## config.mk

```make
export PLATFORM = sky130hd
export DESIGN_NAME = flash_ring_log_appender_unit
export DESIGN_NICKNAME = d
export VERILOG_FILES = /design/src/rtl/core/frla_pkg.sv /design/src/rtl/core/frla_front.sv /design/src/rtl/core/frla_job_fifo.sv /design/src/rtl/core/frla_back.sv /design/src/rtl/core/flash_ring_log_appender_unit.sv
export VERILOG_INCLUDE_DIRS = /design/src /design/src/rtl/core
export SDC_FILE = /design/constraint.sdc
export NUM_CORES = 2
export LEC_CHECK = 0
export ABC_CLOCK_PERIOD_IN_PS = 81000
export BUFFER_PORTS_ARGS = -buffer_cell sky130_fd_sc_hd__buf_2
export CAP_MARGIN = 0
export CELL_PAD_IN_SITES_DETAIL_PLACEMENT = 1
export CELL_PAD_IN_SITES_GLOBAL_PLACEMENT = 2
export CORE_UTILIZATION = 40
export DETAILED_ROUTE_END_ITERATION = 8
export PLACE_DENSITY = 0.8
export SETUP_SLACK_MARGIN = 0.02
export SKIP_LAST_GASP = 1
export SYNTH_ARGS = -nofsm -noshare
export SYNTH_HDL_FRONTEND = slang
export SYNTH_SLANG_ARGS = --single-unit
```

## constraint.sdc

```tcl
create_clock -name clk -period 81 [get_ports clk]
set_input_delay 4.05 -clock clk [delete_from_list [all_inputs] [get_ports clk]]
set_output_delay 4.05 -clock clk [all_outputs]
set_load 0.1 [all_outputs]
```

## src/rtl/core/flash_ring_log_appender_unit_assert.svh

```systemverilog
// assertion macros for the flash ring log appender
// used by frla_back, no other dependencies
`ifndef FLASH_RING_LOG_APPENDER_UNIT_ASSERT_SVH
`define FLASH_RING_LOG_APPENDER_UNIT_ASSERT_SVH
`ifndef SYNTHESIS
`define FRLA_ASSERT(lbl, clk_s, rstn_s, prop) \
  lbl: assert property (@(posedge clk_s) disable iff (!rstn_s) prop) \
    else $error("frla assertion failed");
`define FRLA_NEVER(lbl, clk_s, rstn_s, cond) \
  lbl: assert property (@(posedge clk_s) disable iff (!rstn_s) !(cond)) \
    else $error("frla forbidden condition seen");
`else
`define FRLA_ASSERT(lbl, clk_s, rstn_s, prop)
`define FRLA_NEVER(lbl, clk_s, rstn_s, cond)
`endif
`endif

```

## src/rtl/core/frla_pkg.sv

```systemverilog
// shared types, constants and crc-32 helpers of the flash ring log appender
// no dependencies
package frla_pkg;

  localparam int CHANNELS         = 4;
  localparam int MAX_SECTORS      = 256;
  localparam int SLOTS_PER_SECTOR = 126;

  localparam int SECTOR_W   = 8;
  localparam int SLOT_W     = 7;
  localparam int OFFS_W     = 12;
  localparam int ADDR_W     = SECTOR_W + OFFS_W;
  localparam int SEQ_W      = 32;
  localparam int CNT_CFG_W  = 9;

  localparam int HEADER_BYTES = 64;
  localparam int SLOT_BYTES   = 32;

  localparam logic [CNT_CFG_W-1:0] SECTOR_COUNT_RESET = CNT_CFG_W'(256);
  localparam logic [31:0] LOG_MAGIC   = 32'h5345_4354;
  localparam logic [31:0] LOG_VERSION = 32'd1;
  localparam logic [31:0] CRC_POLY    = 32'hEDB8_8320;
  localparam logic [31:0] CRC_ONES    = 32'hFFFF_FFFF;

  localparam logic [63:0] TEMPS_KEEP = (CHANNELS >= 4) ? 64'hFFFF_FFFF_FFFF_FFFF :
                                       ((64'd1 << (16 * CHANNELS)) - 64'd1);

  localparam int JOB_DEPTH = 2;
  localparam int JOB_PTR_W = (JOB_DEPTH > 1) ? $clog2(JOB_DEPTH) : 1;
  localparam int JOB_CNT_W = $clog2(JOB_DEPTH + 1);

  localparam int MOD_STEPS = CNT_CFG_W;
  localparam int MOD_CNT_W = $clog2(MOD_STEPS + 1);

  localparam logic KIND_APPEND = 1'b0;
  localparam logic KIND_FORMAT = 1'b1;

  localparam logic [1:0] OP_ERASE_SECTOR = 2'd0;
  localparam logic [1:0] OP_ERASE_ALL    = 2'd1;
  localparam logic [1:0] OP_HEADER       = 2'd2;
  localparam logic [1:0] OP_RECORD       = 2'd3;

  typedef struct packed {
    logic        kind;
    logic [31:0] sample_time;
    logic [63:0] temps_packed;
  } item_t;

  typedef struct packed {
    logic [1:0]        op;
    logic [ADDR_W-1:0] flash_addr;
    logic [SEQ_W-1:0]  seq_value;
    logic [31:0]       rec_time;
    logic [63:0]       rec_temps;
    logic [31:0]       crc_value;
    logic              last;
  } result_t;

  typedef enum logic [1:0] {
    JOB_RECORD,
    JOB_WRAP,
    JOB_FORMAT
  } job_kind_t;

  typedef struct packed {
    job_kind_t           jkind;
    logic [SECTOR_W-1:0] sector;
    logic [SLOT_W-1:0]   slot;
    logic [SEQ_W-1:0]    seq;
    logic [31:0]         rec_time;
    logic [63:0]         temps;
  } job_t;

  typedef enum logic [2:0] {
    BK_IDLE,
    BK_ERASE,
    BK_HDR,
    BK_REC0,
    BK_REC1,
    BK_REC2,
    BK_REC3
  } bk_state_t;

  // byte table entry followed by zb zero bytes, reflected crc-32
  function automatic logic [31:0] crc_tab(input int zb, input logic [7:0] x);
    logic [31:0] c;
    c = {24'd0, x};
    for (int i = 0; i < 64; i++) begin
      if (i < 8 * (zb + 1)) begin
        c = c[0] ? ((c >> 1) ^ CRC_POLY) : (c >> 1);
      end
    end
    return c;
  endfunction

  // eight little-endian bytes per call
  function automatic logic [31:0] crc_step8(input logic [31:0] c, input logic [63:0] w);
    logic [31:0] x;
    logic [31:0] h;
    x = c ^ w[31:0];
    h = w[63:32];
    return crc_tab(7, x[7:0])  ^ crc_tab(6, x[15:8]) ^
           crc_tab(5, x[23:16]) ^ crc_tab(4, x[31:24]) ^
           crc_tab(3, h[7:0])  ^ crc_tab(2, h[15:8]) ^
           crc_tab(1, h[23:16]) ^ crc_tab(0, h[31:24]);
  endfunction

  // four little-endian bytes per call
  function automatic logic [31:0] crc_step4(input logic [31:0] c, input logic [31:0] w);
    logic [31:0] x;
    x = c ^ w;
    return crc_tab(3, x[7:0])  ^ crc_tab(2, x[15:8]) ^
           crc_tab(1, x[23:16]) ^ crc_tab(0, x[31:24]);
  endfunction

endpackage

```

## src/rtl/core/frla_front.sv

```systemverilog
// front end: sector count register, log pointers and request classification
// depends on frla_pkg; feeds jobs into frla_job_fifo
module frla_front (
  input  logic            clk,
  input  logic            rst_n,
  input  logic            push,
  output logic            full,
  input  frla_pkg::item_t in_item,
  input  logic            cfg_valid,
  output logic            cfg_ready,
  input  logic [8:0]      cfg_sector_count,
  output logic            jq_push,
  output frla_pkg::job_t  jq_din,
  input  logic            jq_full
);
  import frla_pkg::*;

  logic [CNT_CFG_W-1:0] cfg_r, cfg_nxt;
  logic [SECTOR_W-1:0]  sector_r, sector_nxt;
  logic [SLOT_W-1:0]    slot_r, slot_nxt;
  logic [SEQ_W-1:0]     lseq_r, lseq_nxt;
  logic                 busy_r, busy_nxt;
  logic [MOD_CNT_W-1:0] cnt_r, cnt_nxt;
  logic [CNT_CFG_W-1:0] rem_r, rem_nxt;
  logic [CNT_CFG_W-1:0] num_r, num_nxt;
  logic [31:0]          htime_r, htime_nxt;
  logic [63:0]          htemps_r, htemps_nxt;

  logic                 accept;
  logic [SEQ_W-1:0]     seq_new;
  logic [CNT_CFG_W-1:0] count_eff;
  logic [CNT_CFG_W:0]   trial;
  logic                 fits;

  assign cfg_ready = 1'b1;
  assign full      = busy_r || jq_full;
  assign accept    = push && !full;
  assign seq_new   = lseq_r + SEQ_W'(1);

  always_comb begin
    if (cfg_r == '0) begin
      count_eff = CNT_CFG_W'(1);
    end else if (cfg_r > CNT_CFG_W'(MAX_SECTORS)) begin
      count_eff = CNT_CFG_W'(MAX_SECTORS);
    end else begin
      count_eff = cfg_r;
    end
  end

  // one bit of the restoring sector modulo per cycle
  assign trial = {rem_r, num_r[CNT_CFG_W-1]};
  assign fits  = trial >= {1'b0, count_eff};

  always_comb begin
    cfg_nxt    = cfg_r;
    sector_nxt = sector_r;
    slot_nxt   = slot_r;
    lseq_nxt   = lseq_r;
    busy_nxt   = busy_r;
    cnt_nxt    = cnt_r;
    rem_nxt    = rem_r;
    num_nxt    = num_r;
    htime_nxt  = htime_r;
    htemps_nxt = htemps_r;
    jq_push    = 1'b0;
    jq_din     = '0;

    if (cfg_valid && cfg_ready) begin
      cfg_nxt = cfg_sector_count;
    end

    if (accept) begin
      if (in_item.kind == KIND_FORMAT) begin
        jq_push       = 1'b1;
        jq_din.jkind  = JOB_FORMAT;
        sector_nxt    = '0;
        slot_nxt      = '0;
        lseq_nxt      = '0;
      end else if (slot_r >= SLOT_W'(SLOTS_PER_SECTOR)) begin
        busy_nxt   = 1'b1;
        cnt_nxt    = MOD_CNT_W'(MOD_STEPS);
        rem_nxt    = '0;
        num_nxt    = CNT_CFG_W'(sector_r) + CNT_CFG_W'(1);
        htime_nxt  = in_item.sample_time;
        htemps_nxt = in_item.temps_packed & TEMPS_KEEP;
        lseq_nxt   = seq_new;
        slot_nxt   = SLOT_W'(1);
      end else begin
        jq_push         = 1'b1;
        jq_din.jkind    = JOB_RECORD;
        jq_din.sector   = sector_r;
        jq_din.slot     = slot_r;
        jq_din.seq      = seq_new;
        jq_din.rec_time = in_item.sample_time;
        jq_din.temps    = in_item.temps_packed & TEMPS_KEEP;
        lseq_nxt        = seq_new;
        slot_nxt        = slot_r + SLOT_W'(1);
      end
    end

    if (busy_r) begin
      if (cnt_r != '0) begin
        rem_nxt = fits ? CNT_CFG_W'(trial - {1'b0, count_eff}) : trial[CNT_CFG_W-1:0];
        num_nxt = num_r << 1;
        cnt_nxt = cnt_r - MOD_CNT_W'(1);
      end else if (!jq_full) begin
        jq_push         = 1'b1;
        jq_din.jkind    = JOB_WRAP;
        jq_din.sector   = rem_r[SECTOR_W-1:0];
        jq_din.slot     = '0;
        jq_din.seq      = lseq_r;
        jq_din.rec_time = htime_r;
        jq_din.temps    = htemps_r;
        sector_nxt      = rem_r[SECTOR_W-1:0];
        busy_nxt        = 1'b0;
      end
    end
  end

  always_ff @(posedge clk) begin
    if (!rst_n) begin
      cfg_r    <= SECTOR_COUNT_RESET;
      sector_r <= '0;
      slot_r   <= '0;
      lseq_r   <= '0;
      busy_r   <= 1'b0;
      cnt_r    <= '0;
    end else begin
      cfg_r    <= cfg_nxt;
      sector_r <= sector_nxt;
      slot_r   <= slot_nxt;
      lseq_r   <= lseq_nxt;
      busy_r   <= busy_nxt;
      cnt_r    <= cnt_nxt;
    end
  end

  always_ff @(posedge clk) begin
    rem_r    <= rem_nxt;
    num_r    <= num_nxt;
    htime_r  <= htime_nxt;
    htemps_r <= htemps_nxt;
  end

endmodule

```

## src/rtl/core/frla_job_fifo.sv

```systemverilog
// short job queue between the front end and the command engine
// depends on frla_pkg
module frla_job_fifo (
  input  logic           clk,
  input  logic           rst_n,
  input  logic           push,
  input  frla_pkg::job_t din,
  output logic           full,
  input  logic           pop,
  output frla_pkg::job_t dout,
  output logic           empty
);
  import frla_pkg::*;

  job_t                 mem_r [JOB_DEPTH];
  logic [JOB_PTR_W-1:0] wr_ptr_r;
  logic [JOB_PTR_W-1:0] rd_ptr_r;
  logic [JOB_CNT_W-1:0] cnt_r;
  logic                 do_push;
  logic                 do_pop;

  assign full    = cnt_r == JOB_CNT_W'(JOB_DEPTH);
  assign empty   = cnt_r == '0;
  assign do_push = push && !full;
  assign do_pop  = pop && !empty;
  assign dout    = mem_r[rd_ptr_r];

  always_ff @(posedge clk) begin
    if (do_push) begin
      mem_r[wr_ptr_r] <= din;
    end
  end

  always_ff @(posedge clk) begin
    if (!rst_n) begin
      wr_ptr_r <= '0;
      rd_ptr_r <= '0;
      cnt_r    <= '0;
    end else begin
      if (do_push) begin
        wr_ptr_r <= (wr_ptr_r == JOB_PTR_W'(JOB_DEPTH - 1)) ? '0 : wr_ptr_r + JOB_PTR_W'(1);
      end
      if (do_pop) begin
        rd_ptr_r <= (rd_ptr_r == JOB_PTR_W'(JOB_DEPTH - 1)) ? '0 : rd_ptr_r + JOB_PTR_W'(1);
      end
      if (do_push && !do_pop) begin
        cnt_r <= cnt_r + JOB_CNT_W'(1);
      end else if (do_pop && !do_push) begin
        cnt_r <= cnt_r - JOB_CNT_W'(1);
      end
    end
  end

endmodule

```

## src/rtl/core/frla_back.sv

```systemverilog
// command engine: expands jobs into flash commands, runs the crc-32 passes
// depends on frla_pkg and flash_ring_log_appender_unit_assert.svh
`include "flash_ring_log_appender_unit_assert.svh"
module frla_back (
  input  logic              clk,
  input  logic              rst_n,
  input  logic              jq_empty,
  input  frla_pkg::job_t    jq_dout,
  output logic              jq_pop,
  output logic              empty,
  input  logic              pop,
  output frla_pkg::result_t out_result
);
  import frla_pkg::*;

  bk_state_t        state_r, state_nxt;
  job_t             job_r, job_nxt;
  logic [31:0]      crc_r, crc_nxt;
  result_t          out_r;
  logic             out_vld_r;
  result_t          res;
  logic             emit;
  logic             free;
  logic             room;
  logic             is_fmt;
  logic [SEQ_W-1:0] hseq;
  logic [OFFS_W-1:0] rec_offs;

  assign room       = !out_vld_r || pop;
  assign empty      = !out_vld_r;
  assign out_result = out_r;
  assign is_fmt     = job_r.jkind == JOB_FORMAT;
  assign hseq       = is_fmt ? SEQ_W'(1) : job_r.seq;
  assign rec_offs   = OFFS_W'(job_r.slot) * OFFS_W'(SLOT_BYTES) + OFFS_W'(HEADER_BYTES);

  always_comb begin
    state_nxt = state_r;
    job_nxt   = job_r;
    crc_nxt   = crc_r;
    emit      = 1'b0;
    free      = 1'b0;
    jq_pop    = 1'b0;
    res       = '0;

    unique case (state_r)
      BK_IDLE: begin
        free = 1'b1;
      end
      BK_ERASE: begin
        res.op         = is_fmt ? OP_ERASE_ALL : OP_ERASE_SECTOR;
        res.flash_addr = is_fmt ? '0 : {job_r.sector, OFFS_W'(0)};
        if (room) begin
          emit      = 1'b1;
          state_nxt = BK_HDR;
        end
      end
      BK_HDR: begin
        res.op         = OP_HEADER;
        res.flash_addr = {job_r.sector, OFFS_W'(0)};
        res.seq_value  = hseq;
        res.crc_value  = crc_step8(CRC_ONES, {hseq, LOG_VERSION}) ^ CRC_ONES;
        res.last       = is_fmt;
        if (room) begin
          emit = 1'b1;
          if (is_fmt) begin
            state_nxt = BK_IDLE;
            free      = 1'b1;
          end else begin
            state_nxt = BK_REC0;
          end
        end
      end
      BK_REC0: begin
        crc_nxt   = crc_step8(CRC_ONES, {job_r.rec_time, job_r.seq});
        state_nxt = BK_REC1;
      end
      BK_REC1: begin
        crc_nxt   = crc_step8(crc_r, job_r.temps | ~TEMPS_KEEP);
        state_nxt = BK_REC2;
      end
      BK_REC2: begin
        crc_nxt   = crc_step8(crc_r, {CRC_ONES, CRC_ONES});
        state_nxt = BK_REC3;
      end
      BK_REC3: begin
        res.op         = OP_RECORD;
        res.flash_addr = {job_r.sector, rec_offs};
        res.seq_value  = job_r.seq;
        res.rec_time   = job_r.rec_time;
        res.rec_temps  = job_r.temps;
        res.crc_value  = crc_step4(crc_r, CRC_ONES) ^ CRC_ONES;
        res.last       = 1'b1;
        if (room) begin
          emit      = 1'b1;
          state_nxt = BK_IDLE;
          free      = 1'b1;
        end
      end
      default: begin
        state_nxt = BK_IDLE;
      end
    endcase

    // take the next job as soon as the current one is done
    if (free && !jq_empty) begin
      jq_pop    = 1'b1;
      job_nxt   = jq_dout;
      state_nxt = (jq_dout.jkind == JOB_RECORD) ? BK_REC0 : BK_ERASE;
    end
  end

  always_ff @(posedge clk) begin
    if (!rst_n) begin
      state_r   <= BK_IDLE;
      out_vld_r <= 1'b0;
    end else begin
      state_r <= state_nxt;
      if (emit) begin
        out_vld_r <= 1'b1;
      end else if (pop) begin
        out_vld_r <= 1'b0;
      end
    end
  end

  always_ff @(posedge clk) begin
    job_r <= job_nxt;
    crc_r <= crc_nxt;
    if (emit) begin
      out_r <= res;
    end
  end

  `FRLA_ASSERT(a_rec_pass, clk, rst_n, state_r == BK_REC0 |=> state_r == BK_REC1 ##1 state_r == BK_REC2 ##1 state_r == BK_REC3)
  `FRLA_ASSERT(a_pop_when_free, clk, rst_n, jq_pop |-> (state_r == BK_IDLE || (emit && res.last)))
  `FRLA_ASSERT(a_rec_last, clk, rst_n, (emit && res.op == OP_RECORD) |-> res.last)
  `FRLA_NEVER(a_emit_full, clk, rst_n, emit && out_vld_r && !pop)

endmodule

```

## src/rtl/core/flash_ring_log_appender_unit.sv

```systemverilog
// top level of the flash ring log appender
// depends on frla_pkg, frla_front, frla_job_fifo and frla_back
//
// Usage: requests enter through push/full with in_item (kind, sample_time,
// temps_packed); a request is taken on a clock edge with push high and full low.
// Flash commands leave through empty/pop with out_result, oldest first; the
// one shown while empty is low is taken on an edge with pop high.
// cfg_valid/cfg_ready/cfg_sector_count write the sector count (ready always
// high); write it only while no request is in flight.
// An append causes one record write, an append into a full sector causes
// erase sector, header and record, a format causes erase all and header.
// A record command passes the job queue, the states BK_REC0 to BK_REC3
// and the output register, an erase the job queue, BK_ERASE and the output
// register. The crc engine covers a record in three 8-byte steps and one
// 4-byte step; plain appends follow back to back while the output register
// is free. A sector change holds full high in the front end for the 9 steps
// of the bit-serial sector modulo and until the job is queued.
// A two-entry job queue parts front and back; the output register holds a
// command while pop is low and the engine waits without losing anything.
// Reset (synchronous, rst_n low) clears pointers and sequence, empties the
// queues and sets the sector count to 256.
module flash_ring_log_appender_unit (
  input  logic              clk,
  input  logic              rst_n,
  input  logic              push,
  output logic              full,
  input  frla_pkg::item_t   in_item,
  output logic              empty,
  input  logic              pop,
  output frla_pkg::result_t out_result,
  input  logic              cfg_valid,
  output logic              cfg_ready,
  input  logic [8:0]        cfg_sector_count
);
  import frla_pkg::*;

  logic jq_push;
  logic jq_full;
  logic jq_pop;
  logic jq_empty;
  job_t jq_din;
  job_t jq_dout;

  frla_front u_front (
    .clk              (clk),
    .rst_n            (rst_n),
    .push             (push),
    .full             (full),
    .in_item          (in_item),
    .cfg_valid        (cfg_valid),
    .cfg_ready        (cfg_ready),
    .cfg_sector_count (cfg_sector_count),
    .jq_push          (jq_push),
    .jq_din           (jq_din),
    .jq_full          (jq_full)
  );

  frla_job_fifo u_job_fifo (
    .clk   (clk),
    .rst_n (rst_n),
    .push  (jq_push),
    .din   (jq_din),
    .full  (jq_full),
    .pop   (jq_pop),
    .dout  (jq_dout),
    .empty (jq_empty)
  );

  frla_back u_back (
    .clk        (clk),
    .rst_n      (rst_n),
    .jq_empty   (jq_empty),
    .jq_dout    (jq_dout),
    .jq_pop     (jq_pop),
    .empty      (empty),
    .pop        (pop),
    .out_result (out_result)
  );

endmodule
```

==> metrics.txt <==
Post-Syn Instances 4444; CP most frequent cell buf_4; Reg clk slew, reported paths 60 ps; most frequent cells in the layout 1615 x xnor2_1, 741 x edfxtp_1, 430 x xor2_1; nets 4826; Worst Path Arrival 7020 ps; Setup Buffers After CTS 0; DR iter-0 viols 3815; max incr delay on CP 720 ps; HP Class register to register; global placement routability congestion 1.03; Cell Chain, Critical Path buf_2, and3_1, nor2_1, o21ai_0, nor2b_4, buf_4, buf_4; Worst Skew 24.5 ps; share of layout cells above drive strength 1 15.5%; Worst R2R End u_back.crc_r[4]$_DFFE_PP_; Synth cell types 61; total number of vias 36066; Area after DPL 57500 um2; Worst Max-Slew Pin Slew 1260 ps; Multi-input gate area 28700 um2; Slew Limit Fails 0; Synth Cell Area 53800 um2; 1st-pass router iterations 7; vias in the first global route 36877; kind of cell adding the most delay to the critical path buffers and inverters; DRC 0; final worst path period need 6710 ps; HP Start u_front.num_r[5]$_DFF_P_; worst r2r src u_back.crc_r[5]$_DFFE_PP_; I/O Buffers 290; EDFF count, synth 741; RSZ-0062 raised after global routing false; Tcrit/Tclk final 8.29%; Rel. slew slack 15.2%; worst setup path class input port to register; Root Driver clkbuf_16; total congestion overflow 0; maximum clock path buffer count 3; DRT antenna net count 0; crit path capture type register; Total Routing Usage GR 29.2%; Sequential Area 24000 um2; Die W 369 um; FILL cells 14125; first-pass GRT wire length 281000 um; initial antenna violation count 15; Total Wirelength 202000 um; full die area 136000 um2; Ports 297; Hold Slack 474 ps; Synth Flop Type edfxtp_1; cell area after layout 60500 um2; largest net degree at the start of global routing 149; crit path from in_item[96]; core area 133000 um2; initial cell density of the core 40.3%; Hold Path Depth 2; Total Neg Setup Slack 0 ps; Hold Buf Count CTS 0; Rows 134; Hold EP u_front.num_r[6]$_DFF_P_; Synth warnings 0; Post-synth ARST share 0%; register bit total from synthesis 829; htree depth 3; status completed; Area growth, synth to finish 12.3%; worst skew pair latency 700 ps; slack of the worst reg-to-reg path 75970 ps; cts repair resizes 0; most common cell after layout, fill and taps aside xnor2_1; Register-to-Register Path Depth 8; DR vias/cell 5.52; MaxCap Viol Count 0; worst path bufs/invs 3; crit-path max FO 52; sequential fraction of the synthesis area 44.6%; Avg Cell Area, Syn 12.1 um2; Worst Setup Start Kind input port; final setup fails 0; CTS sink count 829; CTS tree done; Crit path required time 81300 ps; Avg WL per Cell 30.9 um; Fin. Hold Viols 0; number of CTS-inserted buffers 89; DP Wirelength 152000 um; DIE HEIGHT 369 um; slowest CP cell buf_4; Max Freq 149 MHz
==> cells by family after synthesis <==
kind of cell | after synthesis | synth area share (%)
compound gates | 399 | 5.09
simple gates | 555 | 5.27
xor+xnor | 2187 | 39.0
fa+ha+maj | 18 | 0.432
mux | 161 | 3.33
buf+inv | 293 | 2.25
other cells | 2 | 0.0140
flops | 829 | 44.6
==> cell type report <==
cell class                 count  area share, %
antenna                        5         0.0207
clock buffer                 118           4.09
clock inverter                42          0.807
inverter                      26          0.168
multi-input combinational   3326           47.4
sequential                   829           39.7
tap                         1768           3.66
timing repair buffer         425           4.10
==> synthesized netlist by cell type, types with 16 or more instances <==
| cell type | count | share of area [%] |
|---|---|---|
| buf_2 | 33 | 0.31 |
| a22o_1 | 106 | 1.7 |
| nand3_1 | 35 | 0.33 |
| edfxtp_1 | 741 | 41 |
| nor2_1 | 126 | 0.88 |
| inv_1 | 22 | 0.15 |
| o21ai_0 | 119 | 1.1 |
| mux2_2 | 145 | 3.0 |
| nor3_1 | 25 | 0.23 |
| a22oi_1 | 24 | 0.33 |
| xnor3_1 | 101 | 4.2 |
| nand2_1 | 105 | 0.73 |
| clkbuf_1 | 199 | 1.4 |
| and2_1 | 58 | 0.67 |
| xor2_1 | 430 | 7.0 |
| dfxtp_1 | 88 | 3.3 |
| and3_1 | 127 | 1.5 |
| buf_1 | 18 | 0.13 |
| mux2i_1 | 16 | 0.30 |
| ha_1 | 17 | 0.40 |
| a21boi_0 | 16 | 0.22 |
| xnor2_1 | 1619 | 26 |
| nor2b_1 | 44 | 0.51 |
| a21oi_1 | 52 | 0.48 |
==> state kept, by name (all words and copies together) (netlist names), 2 cells and up, named ones only <==
signal / count
u_back.job_r: 145
u_job_fifo.cnt_r: 2
u_job_fifo.mem_r: 290
u_back.out_result: 178
u_front.cnt_r: 4
u_front.rem_r: 9
u_front.htemps_r: 64
u_back.state_r: 3
u_front.slot_r: 7
u_front.sector_r: 8
u_front.lseq_r: 32
u_front.num_r: 9
u_back.crc_r: 32
u_front.htime_r: 32
u_front.cfg_r: 9
==> per-layer routing <==
metal / GRT usage, % / part of all wire, %
met1: 40.1 / 43
met2: 45.9 / 45
met3: 4.25 / 7.4
met4: 12.3 / 4.5
met5: 0 / 0.0064
==> metrics by stage <==
| stage | setup slack [ps] | utilization [%] | cells |
|---|---|---|---|
| floorplan | 50850 | - | 4448 |
| global placement | 73660 | 43.1 | 6374 |
| detailed placement | 73550 | 43.1 | 6374 |
| CTS | 74300 | 45.3 | 6534 |
| global route | 74090 | 45.3 | 6537 |
| finish | 74290 | 45.3 | 6539 |
==> worst max-delay path by stage <==
stage	end	slack [ps]	cells past startpoint
finish	u_job_fifo.mem_r[0][47]$_DFFE_PP_	74290	7
global route	u_job_fifo.mem_r[0][102]$_DFFE_PP_	74090	8
CTS	u_job_fifo.mem_r[0][47]$_DFFE_PP_	74300	7
detailed placement	u_job_fifo.mem_r[0][102]$_DFFE_PP_	73550	8
global placement	u_job_fifo.mem_r[0][47]$_DFFE_PP_	73660	7
floorplan	u_job_fifo.cnt_r[1]$_SDFFE_PN0P_	50850	8
==> worst min-delay path, stage by stage (launching register included) <==
cell and delay (ps):
dfxtp_1 330, nand2_1 50, o21ai_0 60
Power is not shown: default switching activity piles up to over one toggle a cycle in this logic, so the estimate is an artifact.
